## src/rtl/eih_pkg.sv

```systemverilog
// ----------------------------------------------------------------------------
// eih_pkg: shared types and constants of the Ethernet/IPv4 header check
// Holds the status codes, the frame byte offsets and the field structs.
// ----------------------------------------------------------------------------
package eih_pkg;

    typedef enum logic [2:0] {
        ST_OK          = 3'd0,
        ST_TOO_SHORT   = 3'd1,
        ST_NOT_IPV4    = 3'd2,
        ST_BAD_VERSION = 3'd3,
        ST_BAD_HDR_LEN = 3'd4,
        ST_BAD_TOT_LEN = 3'd5
    } t_status;

    // Frame byte offsets of the captured fields.
    localparam logic [15:0] POS_ETYPE_HI = 16'd12;
    localparam logic [15:0] POS_ETYPE_LO = 16'd13;
    localparam logic [15:0] POS_VER_IHL  = 16'd14;
    localparam logic [15:0] POS_TLEN_HI  = 16'd16;
    localparam logic [15:0] POS_TLEN_LO  = 16'd17;
    localparam logic [15:0] POS_PROTO    = 16'd23;
    localparam logic [15:0] POS_SRC_FIRST = 16'd26;
    localparam logic [15:0] POS_SRC_LAST  = 16'd29;
    localparam logic [15:0] POS_DST_FIRST = 16'd30;
    localparam logic [15:0] POS_DST_LAST  = 16'd33;

    localparam logic [15:0] ETH_HDR_BYTES  = 16'd14;
    localparam logic [15:0] MIN_FRAME_LEN  = 16'd34;
    localparam logic [15:0] IP_MIN_HDR     = 16'd20;
    localparam logic [15:0] ETYPE_IPV4     = 16'h0800;
    localparam logic [3:0]  IP_VERSION_4   = 4'd4;
    localparam logic [15:0] COUNT_MAX      = 16'hFFFF;

    typedef struct packed {
        logic [15:0] byte_count;
        logic [15:0] ether_type;
        logic [7:0]  ver_ihl;
        logic [15:0] total_length;
        logic [7:0]  proto;
        logic [31:0] src_word;
        logic [31:0] dst_word;
    } t_hdr_fields;

    typedef struct packed {
        t_status     status;
        logic [15:0] ip_length;
        logic [31:0] source_address;
        logic [31:0] dest_address;
        logic [7:0]  protocol;
    } t_result;

endpackage

```

## src/rtl/eih_frame_if.sv

```systemverilog
// ----------------------------------------------------------------------------
// eih_frame_if: frame byte channel
// Valid/ready channel that carries one frame byte and its last-byte mark.
// ----------------------------------------------------------------------------
interface eih_frame_if;
    logic       valid;
    logic       ready;
    logic [7:0] frame_byte;
    logic       last_byte;

    modport source (output valid, output frame_byte, output last_byte, input ready);
    modport sink   (input valid, input frame_byte, input last_byte, output ready);
endinterface

```

## src/rtl/eih_result_if.sv

```systemverilog
// ----------------------------------------------------------------------------
// eih_result_if: verdict channel
// Valid/ready channel that carries one frame verdict and its header fields.
// ----------------------------------------------------------------------------
interface eih_result_if;
    logic        valid;
    logic        ready;
    logic [2:0]  status;
    logic [15:0] ip_length;
    logic [31:0] source_address;
    logic [31:0] dest_address;
    logic [7:0]  protocol;

    modport source (output valid, output status, output ip_length,
                    output source_address, output dest_address,
                    output protocol, input ready);
    modport sink   (input valid, input status, input ip_length,
                    input source_address, input dest_address,
                    input protocol, output ready);
endinterface

```

## src/rtl/eih_capture.sv

```systemverilog
// ----------------------------------------------------------------------------
// eih_capture: byte counter and header field capture
// Counts frame bytes and captures header fields; clears after the last byte.
// ----------------------------------------------------------------------------
module eih_capture (
    input  logic                 i_clk,
    input  logic                 i_rst_n,
    input  logic                 i_advance,
    input  logic [7:0]           i_byte,
    input  logic                 i_last,
    output eih_pkg::t_hdr_fields o_next
);
    import eih_pkg::*;

    t_hdr_fields r_fields;
    t_hdr_fields n_fields;

    always_comb begin
        n_fields = r_fields;
        case (r_fields.byte_count) inside
            POS_ETYPE_HI: n_fields.ether_type[15:8]   = i_byte;
            POS_ETYPE_LO: n_fields.ether_type[7:0]    = i_byte;
            POS_VER_IHL:  n_fields.ver_ihl            = i_byte;
            POS_TLEN_HI:  n_fields.total_length[15:8] = i_byte;
            POS_TLEN_LO:  n_fields.total_length[7:0]  = i_byte;
            POS_PROTO:    n_fields.proto              = i_byte;
            [POS_SRC_FIRST:POS_SRC_LAST]: begin
                n_fields.src_word = {r_fields.src_word[23:0], i_byte};
            end
            [POS_DST_FIRST:POS_DST_LAST]: begin
                n_fields.dst_word = {r_fields.dst_word[23:0], i_byte};
            end
            default: ;
        endcase
        if (r_fields.byte_count != COUNT_MAX) begin
            n_fields.byte_count = r_fields.byte_count + 16'd1;
        end
    end

    always_ff @(posedge i_clk) begin
        if (!i_rst_n) begin
            r_fields <= '0;
        end else if (i_advance) begin
            if (i_last) begin
                r_fields <= '0;
            end else begin
                r_fields <= n_fields;
            end
        end
    end

    assign o_next = n_fields;

endmodule

```

## src/rtl/eih_verdict.sv

```systemverilog
// ----------------------------------------------------------------------------
// eih_verdict: frame verdict logic
// Runs the ordered header checks and masks the fields of rejected frames.
// ----------------------------------------------------------------------------
module eih_verdict (
    input  eih_pkg::t_hdr_fields i_fields,
    output eih_pkg::t_result     o_result
);
    import eih_pkg::*;

    logic [15:0] w_avail;
    logic [15:0] w_ihl;
    t_status     w_status;

    assign w_avail = i_fields.byte_count - ETH_HDR_BYTES;
    assign w_ihl   = {10'd0, i_fields.ver_ihl[3:0], 2'b00};

    always_comb begin
        if (i_fields.byte_count < MIN_FRAME_LEN) begin
            w_status = ST_TOO_SHORT;
        end else if (i_fields.ether_type != ETYPE_IPV4) begin
            w_status = ST_NOT_IPV4;
        end else if (i_fields.ver_ihl[7:4] != IP_VERSION_4) begin
            w_status = ST_BAD_VERSION;
        end else if (w_ihl < IP_MIN_HDR || w_ihl > w_avail) begin
            w_status = ST_BAD_HDR_LEN;
        end else if (i_fields.total_length < w_ihl || i_fields.total_length > w_avail) begin
            w_status = ST_BAD_TOT_LEN;
        end else begin
            w_status = ST_OK;
        end
    end

    always_comb begin
        o_result = '0;
        o_result.status = w_status;
        if (w_status == ST_OK) begin
            o_result.ip_length      = i_fields.total_length;
            o_result.source_address = i_fields.src_word;
            o_result.dest_address   = i_fields.dst_word;
            o_result.protocol       = i_fields.proto;
        end
    end

endmodule

```

## src/rtl/ethernet_ipv4_header_check.sv

```systemverilog
// ----------------------------------------------------------------------------
// ethernet_ipv4_header_check: Ethernet/IPv4 header check, top level
// Takes a frame one byte per request and gives one verdict per frame.
// ----------------------------------------------------------------------------
//
//  Channel    Dir  Payload                                        Per request
//  ---------  ---  ---------------------------------------------  -----------
//  i_frame    in   frame_byte[7:0], last_byte                     one byte
//  o_result   out  status[2:0], ip_length[15:0], source_address,  one verdict
//                  dest_address[31:0], protocol[7:0]
//
//  One frame byte is taken every cycle while the input does not stall. A
//  byte waits in the input register, where the counter and capture
//  registers are updated from it. On the last byte the verdict is formed
//  from the updated state and lands in the result register at the edge
//  where that byte leaves the input register. Reset (i_rst_n low at a
//  clock edge) empties both registers and clears the capture state. Only a
//  last byte waits on the result side: it holds in the input register while
//  an earlier verdict is not yet taken, and the input then stalls; other
//  bytes never stall.
//
module ethernet_ipv4_header_check (
    input  logic   i_clk,
    input  logic   i_rst_n,
    eih_frame_if.sink    i_frame,
    eih_result_if.source o_result
);
    import eih_pkg::*;

    // Input register.
    logic       r_in_valid;
    logic [7:0] r_in_byte;
    logic       r_in_last;

    // Result register.
    logic    r_out_valid;
    t_result r_out;

    logic        w_advance;
    t_hdr_fields w_next;
    t_result     w_verdict;

    // The byte in the input register moves on unless it closes a frame and
    // the result register still holds a verdict that is not being taken.
    assign w_advance = r_in_valid && (!r_in_last || !r_out_valid || o_result.ready);

    assign i_frame.ready = !r_in_valid || w_advance;

    always_ff @(posedge i_clk) begin
        if (!i_rst_n) begin
            r_in_valid <= 1'b0;
        end else if (i_frame.ready) begin
            r_in_valid <= i_frame.valid;
        end
    end

    always_ff @(posedge i_clk) begin
        if (i_frame.ready && i_frame.valid) begin
            r_in_byte <= i_frame.frame_byte;
            r_in_last <= i_frame.last_byte;
        end
    end

    // Counter and header capture; w_next is the state after this byte.
    eih_capture u_capture (
        .i_clk     (i_clk),
        .i_rst_n   (i_rst_n),
        .i_advance (w_advance),
        .i_byte    (r_in_byte),
        .i_last    (r_in_last),
        .o_next    (w_next)
    );

    // Ordered checks on the state that includes the last byte.
    eih_verdict u_verdict (
        .i_fields (w_next),
        .o_result (w_verdict)
    );

    always_ff @(posedge i_clk) begin
        if (!i_rst_n) begin
            r_out_valid <= 1'b0;
        end else if (w_advance && r_in_last) begin
            r_out_valid <= 1'b1;
        end else if (o_result.ready) begin
            r_out_valid <= 1'b0;
        end
    end

    always_ff @(posedge i_clk) begin
        if (w_advance && r_in_last) begin
            r_out <= w_verdict;
        end
    end

    assign o_result.valid          = r_out_valid;
    assign o_result.status         = r_out.status;
    assign o_result.ip_length      = r_out.ip_length;
    assign o_result.source_address = r_out.source_address;
    assign o_result.dest_address   = r_out.dest_address;
    assign o_result.protocol       = r_out.protocol;

    // A closing byte that moves on always leaves a verdict behind it.
    a_last_gives_result: assert property (@(posedge i_clk) disable iff (!i_rst_n)
        (w_advance && r_in_last) |=> r_out_valid)
        else $error("closing byte produced no verdict");

    // A closing byte must not overwrite a verdict that is still waiting.
    a_no_overwrite: assert property (@(posedge i_clk) disable iff (!i_rst_n)
        (r_in_valid && r_in_last && r_out_valid && !o_result.ready) |-> !w_advance)
        else $error("pending verdict overwritten");

    // Rejected frames carry zeroed fields.
    a_reject_zero: assert property (@(posedge i_clk) disable iff (!i_rst_n)
        (r_out_valid && r_out.status != ST_OK) |->
        (r_out.ip_length == 16'd0 && r_out.source_address == 32'd0 &&
         r_out.dest_address == 32'd0 && r_out.protocol == 8'd0))
        else $error("rejected frame with nonzero fields");

    // An accepted frame has at least a minimal IPv4 header.
    a_ok_length: assert property (@(posedge i_clk) disable iff (!i_rst_n)
        (r_out_valid && r_out.status == ST_OK) |-> (r_out.ip_length >= IP_MIN_HDR))
        else $error("accepted frame with short IP length");

endmodule

```

## src/flat_wrapper.sv

```systemverilog
// flat-port wrapper written by rule: the top's interface ports become plain ports
module ethernet_ipv4_header_check_flat import eih_pkg::*;
  (i_clk, i_rst_n, i_frame_valid, i_frame_frame_byte, i_frame_last_byte, i_frame_ready, o_result_valid, o_result_status, o_result_ip_length, o_result_source_address, o_result_dest_address, o_result_protocol, o_result_ready);
  eih_frame_if i_frame_i ();
  eih_result_if o_result_i ();
  input  logic i_clk;
  input  logic i_rst_n;
  input wire logic [$bits(i_frame_i.valid)-1:0] i_frame_valid;
  input wire logic [$bits(i_frame_i.frame_byte)-1:0] i_frame_frame_byte;
  input wire logic [$bits(i_frame_i.last_byte)-1:0] i_frame_last_byte;
  output wire logic [$bits(i_frame_i.ready)-1:0] i_frame_ready;
  output wire logic [$bits(o_result_i.valid)-1:0] o_result_valid;
  output wire logic [$bits(o_result_i.status)-1:0] o_result_status;
  output wire logic [$bits(o_result_i.ip_length)-1:0] o_result_ip_length;
  output wire logic [$bits(o_result_i.source_address)-1:0] o_result_source_address;
  output wire logic [$bits(o_result_i.dest_address)-1:0] o_result_dest_address;
  output wire logic [$bits(o_result_i.protocol)-1:0] o_result_protocol;
  input wire logic [$bits(o_result_i.ready)-1:0] o_result_ready;
  assign i_frame_i.valid = i_frame_valid;
  assign i_frame_i.frame_byte = i_frame_frame_byte;
  assign i_frame_i.last_byte = i_frame_last_byte;
  assign i_frame_ready = i_frame_i.ready;
  assign o_result_valid = o_result_i.valid;
  assign o_result_status = o_result_i.status;
  assign o_result_ip_length = o_result_i.ip_length;
  assign o_result_source_address = o_result_i.source_address;
  assign o_result_dest_address = o_result_i.dest_address;
  assign o_result_protocol = o_result_i.protocol;
  assign o_result_i.ready = o_result_ready;
  ethernet_ipv4_header_check u_core (.i_clk(i_clk), .i_rst_n(i_rst_n), .i_frame(i_frame_i), .o_result(o_result_i));
endmodule
```

## config.mk

```make
export PLATFORM = sky130hd
export DESIGN_NAME = ethernet_ipv4_header_check_flat
export DESIGN_NICKNAME = d
export VERILOG_FILES = /design/src/rtl/eih_pkg.sv /design/src/rtl/eih_frame_if.sv /design/src/rtl/eih_result_if.sv /design/src/rtl/eih_capture.sv /design/src/rtl/eih_verdict.sv /design/src/rtl/ethernet_ipv4_header_check.sv /design/src/flat_wrapper.sv
export SDC_FILE = /design/constraint.sdc
export NUM_CORES = 1
export LEC_CHECK = 0
export ABC_AREA = 1
export BUFFER_PORTS_ARGS = -buffer_cell sky130_fd_sc_hd__buf_4
export CORE_MARGIN = 5
export CORE_UTILIZATION = 30
export CTS_BUF_LIST = sky130_fd_sc_hd__clkbuf_4 sky130_fd_sc_hd__clkbuf_8
export CTS_CLUSTER_DIAMETER = 120
export DETAILED_ROUTE_END_ITERATION = 12
export PLACE_DENSITY = 0.57
export SLEW_MARGIN = 30
export SYNTH_ARGS = -nofsm -noshare
export SYNTH_HDL_FRONTEND = slang
export SYNTH_SLANG_ARGS = --single-unit
```

## constraint.sdc

```tcl
create_clock -name i_clk -period 7.3 [get_ports i_clk]
set_clock_uncertainty 0.2 [all_clocks]
set_input_delay 1.095 -clock i_clk [delete_from_list [all_inputs] [get_ports i_clk]]
set_output_delay 1.095 -clock i_clk [all_outputs]
set_load 0.01 [all_outputs]
```

# Word level (Yosys, flattened, before mapping)
# Cells that the tools add are included.
# Widths: inputs -> output; s select.
[op_classes] add_sub_neg=2 multipliers=0 n_div=0 order_cmp=9 n_eq_ne=9 n_shift=0 mux=45 bitwise_logic=0 reduce_logical=15
[ops] op="$mux 32" count=15
[ops] op="$mux 8" count=21
[ops] op="$mux 128" count=1
[ops] op="$eq 16x4->1 const B" count=3
[ops] op="$eq 16x5->1 const B" count=3
[ops] op="$ge 16x5->1 const B" count=2
[ops] op="$add 16x1->16 const B" count=1
[ops] op="$gt 16x16->1" count=1
[ops] op="$gt 6x16->1" count=1
[ops] op="$le 16x5->1 const B" count=1
[ops] op="$le 16x6->1 const B" count=1
[ops] op="$lt 16x6->1" count=1
[ops] op="$lt 16x6->1 const B" count=1
[ops] op="$mux 16" count=1
[ops] op="$ne 16x12->1 const B" count=1
[ops] op="$ne 16x16->1 const B" count=1
[ops] op="$sub 16x4->16 const B" count=1
[ops] op="$mux 3" count=5
[ops] op="$lt 6x5->1 const B" count=1
[ops] op="$logic_and 1x1->1" count=5
[ops] op="$logic_or 1x1->1" count=5
[ops] op="$ne 4x3->1 const B" count=1
[ops] op="$logic_not 1->1" count=3
[ops] op="$logic_not 3->1" count=1
[ops] op="2 further kinds" count=3
[totals] register_bits=230 latch_bits=0 mem_bits_rw=0 romBits=0 input_bits=13 out_inout_bits=93 elab_cells=96 memories=0

# Logic depth before layout (Yosys ltp)
[logic_depth] depth_word=14 ltp_mapped=30 depth_no_buf=28

# Cells and area by module
# From an unflattened synthesis, not the netlist that was laid out.
[hier_totals] cells_unflattened=1723 area_unflattened_um2=12817.3
[modules_own_cells] module="eih_capture" n_inst=1 cells_each=1209 area_each_um2=7783.7 seq_area_each_um2=2562.5
[modules_own_cells] module="ethernet_ipv4_header_check" n_inst=1 cells_each=118 area_each_um2=3121.7 seq_area_each_um2=3042.9
[modules_own_cells] module="eih_verdict" n_inst=1 cells_each=396 area_each_um2=1911.8 seq_area_each_um2=0.0

# Least setup slack after synthesis
# No wires, ideal clock.
[synth_path] path_kind="input-to-reg" start="input o_result_ready" end="register u_core.r_out, in the netlist u_core.o_result.dest_address[0] (enable)" setup_time_ps=445 arrival_ps=3750 t_required_ps=6655 setup_slack_ps=2905 path_stages=6 n_path_buf=2 cell_sequence="inv_1 -> a31oi_1 -> clkbuf_1 -> clkbuf_1 -> nand2_1 -> inv_1"
[synth_via] elab_chain_len=3
[synth_lines] element="from (decl)" line="flat_wrapper.sv:18" rtl="input wire logic [$bits(o_result_i.ready)-1:0] o_result_ready;"
[synth_lines] element="$logic_or 1x1->1" line="ethernet_ipv4_header_check.sv:45" rtl="assign w_advance = r_in_valid && (!r_in_last || !r_out_valid || o_result.ready);"
[synth_lines] element="$logic_and 1x1->1" line="ethernet_ipv4_header_check.sv:45"
[synth_lines] element="$logic_and 1x1->1" line="ethernet_ipv4_header_check.sv:91" rtl="if (w_advance && r_in_last) begin"
[synth_lines] element="to (signal assigned)" line="ethernet_ipv4_header_check.sv:92" rtl="r_out <= w_verdict;"
[synth_lines] element="to (decl)" line="ethernet_ipv4_header_check.sv:37" rtl="t_result r_out;"
# Every way passes these cells.
# A chain may end at the register's enable or synchronous reset.

# Final worst setup path
[layout_path] start="register u_core.u_capture.r_fields[112] (netlist name)" end="register u_core.r_out, in the netlist u_core.o_result.protocol[7] (data pin)"
[layout_via] elab_chain_len=14 elab_cells_between_ends=46 cone_classes="2 x add/sub; 5 x order compare; 9 x eq/ne; 27 x mux; 3 x reduce/logical"
[layout_lines] element="from (decl)" line="eih_capture.sv:15" rtl="t_hdr_fields r_fields;"
[layout_lines] element="from (signal assigned)" line="eih_capture.sv:47" rtl="r_fields <= n_fields;"
[layout_lines] element="parallel branches: the longest is 14 deep, another holds $add 16x1->16"
# Parallel ways; which one is timed is not known.

==> impl_metrics.xml <==
<?xml version="1.0" encoding="UTF-8"?>
<metrics>
  <group name="outcome">
    <metric name="status" unit="">finished clean</metric>
  </group>
  <group name="routing">
    <metric name="routed-via-count" unit="">10100</metric>
    <metric name="detail_route.wirelength" unit="µm">30900</metric>
    <metric name="dr.pass1.iters" unit="">5</metric>
    <metric name="wl_per_cell" unit="µm">13.9</metric>
    <metric name="drt_iter0_drc" unit="">675</metric>
    <metric name="drt.antenna.violating_nets" unit="">0</metric>
    <metric name="vias_per_cell" unit="">4.52</metric>
    <metric name="remaining_drc_errors" unit="">0</metric>
  </group>
  <group name="worst_hold_path">
    <metric name="worst_hold_path_type" unit="">register to register</metric>
    <metric name="hold-path-endpoint" unit="">u_core.u_capture.r_fields[86]$_SDFFE_PN0P_</metric>
    <metric name="hold_path_depth" unit="">2</metric>
    <metric name="timing.hold.worst.start" unit="">u_core.u_capture.r_fields[86]$_SDFFE_PN0P_</metric>
  </group>
  <group name="place">
    <metric name="detailed_place.area" unit="mm²">0.0132</metric>
    <metric name="dp_hpwl" unit="µm">21000</metric>
    <metric name="globalplace.congestion" unit="">0.898</metric>
    <metric name="placement.io_buffers" unit="">105</metric>
  </group>
  <group name="critical_path">
    <metric name="worst_r2r_startpoint" unit="">u_core.u_capture.r_fields[112]$_SDFFE_PN0P_</metric>
    <metric name="crit-reg2reg-capture" unit="">u_core.o_result.protocol[7]$_SDFFCE_PP0P_</metric>
    <metric name="worstPathRequired" unit="ps">7350</metric>
    <metric name="critical_path.most_common_cell" unit="">sky130_fd_sc_hd__nand2_1</metric>
    <metric name="rr_worst_depth" unit="">27</metric>
    <metric name="timing.critical_path.fanout_max" unit="">64</metric>
    <metric name="cp-end-kind" unit="">register</metric>
    <metric name="crit_path_top_delay_cell" unit="">sky130_fd_sc_hd__buf_4</metric>
    <metric name="critical_path.max_stage_delay" unit="ps">650</metric>
    <metric name="critical_path_class" unit="">register to register</metric>
    <metric name="r2r_setup_slack" unit="ps">2080</metric>
    <metric name="arrival" unit="ps">5270</metric>
    <metric name="setup.worst_path.start_class" unit="">register</metric>
  </group>
  <group name="sta">
    <metric name="slew_violations" unit="">0</metric>
    <metric name="max_clock_freq" unit="MHz">192</metric>
    <metric name="period_share" unit="">0.715</metric>
    <metric name="final_hold_violation_count" unit="">0</metric>
    <metric name="setup_viol" unit="">0</metric>
    <metric name="grt_setup_unrepaired" unit="">false</metric>
    <metric name="worst_pin_slew" unit="ps">961</metric>
    <metric name="setup_total_negative_slack" unit="ps">0</metric>
    <metric name="relSlewSlack" unit="">0.359</metric>
    <metric name="period_needed" unit="ps">5220</metric>
    <metric name="hold_slack" unit="ps">263</metric>
  </group>
  <group name="synthesis">
    <metric name="syn-num-nets" unit="">1630</metric>
    <metric name="postSynth.topFlopCell" unit="">sky130_fd_sc_hd__dfxtp_1</metric>
    <metric name="synth_cell_types" unit="">42</metric>
    <metric name="syn_inst" unit="">1587</metric>
    <metric name="synth_seq_area_share" unit="">0.468</metric>
    <metric name="post_synth_top_area_cell" unit="">sky130_fd_sc_hd__edfxtp_1</metric>
    <metric name="post_synth_main_area_contributors" unit="">sky130_fd_sc_hd__edfxtp_1 25%, sky130_fd_sc_hd__dfxtp_1 22%, sky130_fd_sc_hd__nand2_1 13%</metric>
    <metric name="synthesis.area" unit="mm²">0.0120</metric>
    <metric name="synth_async_sr_flop_share" unit="">0</metric>
    <metric name="syn_area_per_cell" unit="µm²">7.55</metric>
    <metric name="synth_edf_count" unit="">100</metric>
    <metric name="synthesis.yosys.warnings" unit="">0</metric>
    <metric name="synthDominantCellAreaShare" unit="">0.251</metric>
    <metric name="yosys_register_bits" unit="">230</metric>
  </group>
  <group name="global_route">
    <metric name="grt_pass1_vias" unit="">9277</metric>
    <metric name="global_route_hottest_layer" unit="">met2</metric>
    <metric name="gr-total-overflow" unit="">0</metric>
    <metric name="grt_util_met1" unit="">0.177</metric>
    <metric name="wire_length_of_the_first_global_routing_pass" unit="µm">49300</metric>
    <metric name="grtUsageTotal" unit="">0.136</metric>
    <metric name="grtUsageMet3" unit="">0.0277</metric>
    <metric name="met2_grt_util" unit="">0.228</metric>
    <metric name="grt_antenna_before_repair" unit="">0</metric>
    <metric name="grt_start_max_net_pins" unit="">84</metric>
  </group>
  <group name="cts">
    <metric name="clk_latency" unit="ps">560</metric>
    <metric name="cts_hold_buffers" unit="">0</metric>
    <metric name="tritoncts.num_buffers" unit="">40</metric>
    <metric name="cts-htree-levels" unit="">2</metric>
    <metric name="clk_root_buffer_cell" unit="">sky130_fd_sc_hd__clkbuf_8</metric>
    <metric name="clkSinkCount" unit="">230</metric>
    <metric name="cts_setup_buffers" unit="">0</metric>
    <metric name="cts_repair_resize_count" unit="">0</metric>
    <metric name="clock_tree_from_tritoncts" unit="">built</metric>
    <metric name="max_buffers_root_to_sink" unit="">3</metric>
    <metric name="clk_pin_slew_worst_paths" unit="ps">60</metric>
  </group>
  <group name="job">
    <metric name="drv.max_cap_violation_count" unit="">0</metric>
  </group>
  <group name="pwr">
    <metric name="power_density" unit="mW/mm²">188</metric>
    <metric name="leakagePower" unit="nW">6.11</metric>
    <metric name="vdd.ir_drop.worst" unit="µV">114</metric>
  </group>
  <group name="finish">
    <metric name="layout-area-overhead-vs-synth" unit="%">17.1</metric>
    <metric name="diodes" unit="">0</metric>
    <metric name="layout.cells.most_common_list" unit="">419 x sky130_fd_sc_hd__nand2_1, 263 x sky130_fd_sc_hd__inv_1, 169 x sky130_fd_sc_hd__nor2_1, 130 x sky130_fd_sc_hd__dfxtp_1, 114 x sky130_fd_sc_hd__buf_4</metric>
    <metric name="stdcell_area" unit="mm²">0.0140</metric>
    <metric name="layout-drive-gt1-share" unit="">0.142</metric>
    <metric name="layout.cells.most_common" unit="">sky130_fd_sc_hd__nand2_1</metric>
    <metric name="fillCellCount" unit="">4175</metric>
    <metric name="nNetsFinal" unit="">1711</metric>
  </group>
  <group name="floorplan">
    <metric name="io-pin-count" unit="">106</metric>
    <metric name="rows" unit="">73</metric>
    <metric name="floorplan.die_area" unit="mm²">0.0440</metric>
    <metric name="chipHeight" unit="µm">210</metric>
    <metric name="initial_utilization" unit="">0.302</metric>
    <metric name="std_cell_core_area" unit="mm²">0.0396</metric>
    <metric name="die-width" unit="µm">210</metric>
  </group>
</metrics>
[layer usage]
metal  vias to the layer above  part of all wire
met1                      4612              0.46
met5                         -                 0
li1                       5201                 -
met2                       203              0.47
met4                         0             0.023
met3                        50             0.052
[power by group]
part	internal [mW]	total (mW)	switching, mW
sequential	1.35	1.36	0.0129
combinational	0.0158	0.0716	0.0558
clock	0.686	1.21	0.526
total	2.05	2.64	0.595
[flip-flops by register name (all words and copies together), names as in the netlist]
signal	count
u_core.u_capture.r_fields	128
u_core.o_result.dest_address	32
u_core.o_result.source_address	32
u_core.o_result.ip_length	16
u_core.o_result.protocol	8
u_core.r_in_byte	8
u_core.o_result.status	3
u_core.o_result.valid	1
u_core.r_in_last	1
u_core.r_in_valid	1
[worst max path at each step]
| stage | endpoint | cells past startpoint | slack, ps | startpoint |
|---|---|---|---|---|
| 3_5_place_dp | u_core.o_result.protocol[7]$_SDFFCE_PP0P_ | 27 | 2120 | u_core.u_capture.r_fields[112]$_SDFFE_PN0P_ |
| 2_1_floorplan | u_core.o_result.dest_address[0]$_SDFFCE_PP0P_ | 6 | 2910 | o_result_ready |
| 4_1_cts | u_core.o_result.protocol[7]$_SDFFCE_PP0P_ | 27 | 2100 | u_core.u_capture.r_fields[112]$_SDFFE_PN0P_ |
| 5_1_grt | u_core.o_result.protocol[7]$_SDFFCE_PP0P_ | 27 | 1560 | u_core.u_capture.r_fields[112]$_SDFFE_PN0P_ |
| 6_report | u_core.o_result.protocol[7]$_SDFFCE_PP0P_ | 27 | 2080 | u_core.u_capture.r_fields[112]$_SDFFE_PN0P_ |
| 3_3_place_gp | u_core.o_result.dest_address[9]$_SDFFCE_PP0P_ | 27 | 2260 | u_core.u_capture.r_fields[112]$_SDFFE_PN0P_ |
[per-stage QoR]
stage / total power, mW / cells / setup slack [ps] / util
after floorplan: 1.42 / 1587 / 2910 / -
after global placement: 1.46 / 2150 / 2260 / 0.332
after detailed placement: 1.46 / 2151 / 2120 / 0.333
after CTS: 2.68 / 2225 / 2100 / 0.354
after global routing: 2.75 / 2225 / 1560 / 0.354
final: 2.64 / 2225 / 2080 / 0.354
[synth_stat cells, types with 5 or more instances]
cell type                    n
sky130_fd_sc_hd__nand3_1    45
sky130_fd_sc_hd__nand2_1   420
sky130_fd_sc_hd__nand4_1    14
sky130_fd_sc_hd__dfxtp_1   130
sky130_fd_sc_hd__o21ai_1     8
sky130_fd_sc_hd__buf_1       5
sky130_fd_sc_hd__o22ai_1    45
sky130_fd_sc_hd__nor2_2      8
sky130_fd_sc_hd__nor2_4     22
sky130_fd_sc_hd__buf_2      13
sky130_fd_sc_hd__ha_1       30
sky130_fd_sc_hd__o21ai_0    72
sky130_fd_sc_hd__inv_1     266
sky130_fd_sc_hd__nor2_1    170
sky130_fd_sc_hd__inv_2       7
sky130_fd_sc_hd__a21oi_1    99
sky130_fd_sc_hd__edfxtp_1  100
sky130_fd_sc_hd__o21a_1     35
sky130_fd_sc_hd__clkbuf_1   51
[kinds of logic (layout without fill, tap and decap cells)]
logic type | after synthesis | after routing | share of synthesized area
fa+ha+maj | 30 | 30 | 0.0313
buf+inv | 349 | 462 | 0.116
simple gates | 704 | 704 | 0.255
flops | 230 | 230 | 0.468
xor+xnor | 4 | 4 | 0.00292
compound gates | 270 | 270 | 0.128
[worst max-delay path, delay by kind of cell (launching register included)]
family          cells  cell delay [ps]
compound gates      1              210
fa+ha+maj           3              700
flops               1              600
simple gates       17             2160
buf+inv             6             1000
[layout make-up]
class / instances / area [µm²] / share of cell area
Sequential cell: 230 / 5610 / 0.399
Multi-Input combinational cell: 1008 / 5030 / 0.358
Inverter: 273 / 1030 / 0.0735
Timing Repair Buffer: 115 / 883 / 0.0630
Clock buffer: 62 / 747 / 0.0532
Tap cell: 525 / 657 / 0.0468
Clock inverter: 12 / 80.1 / 0.00571
Power figures use the tool's default switching activity.
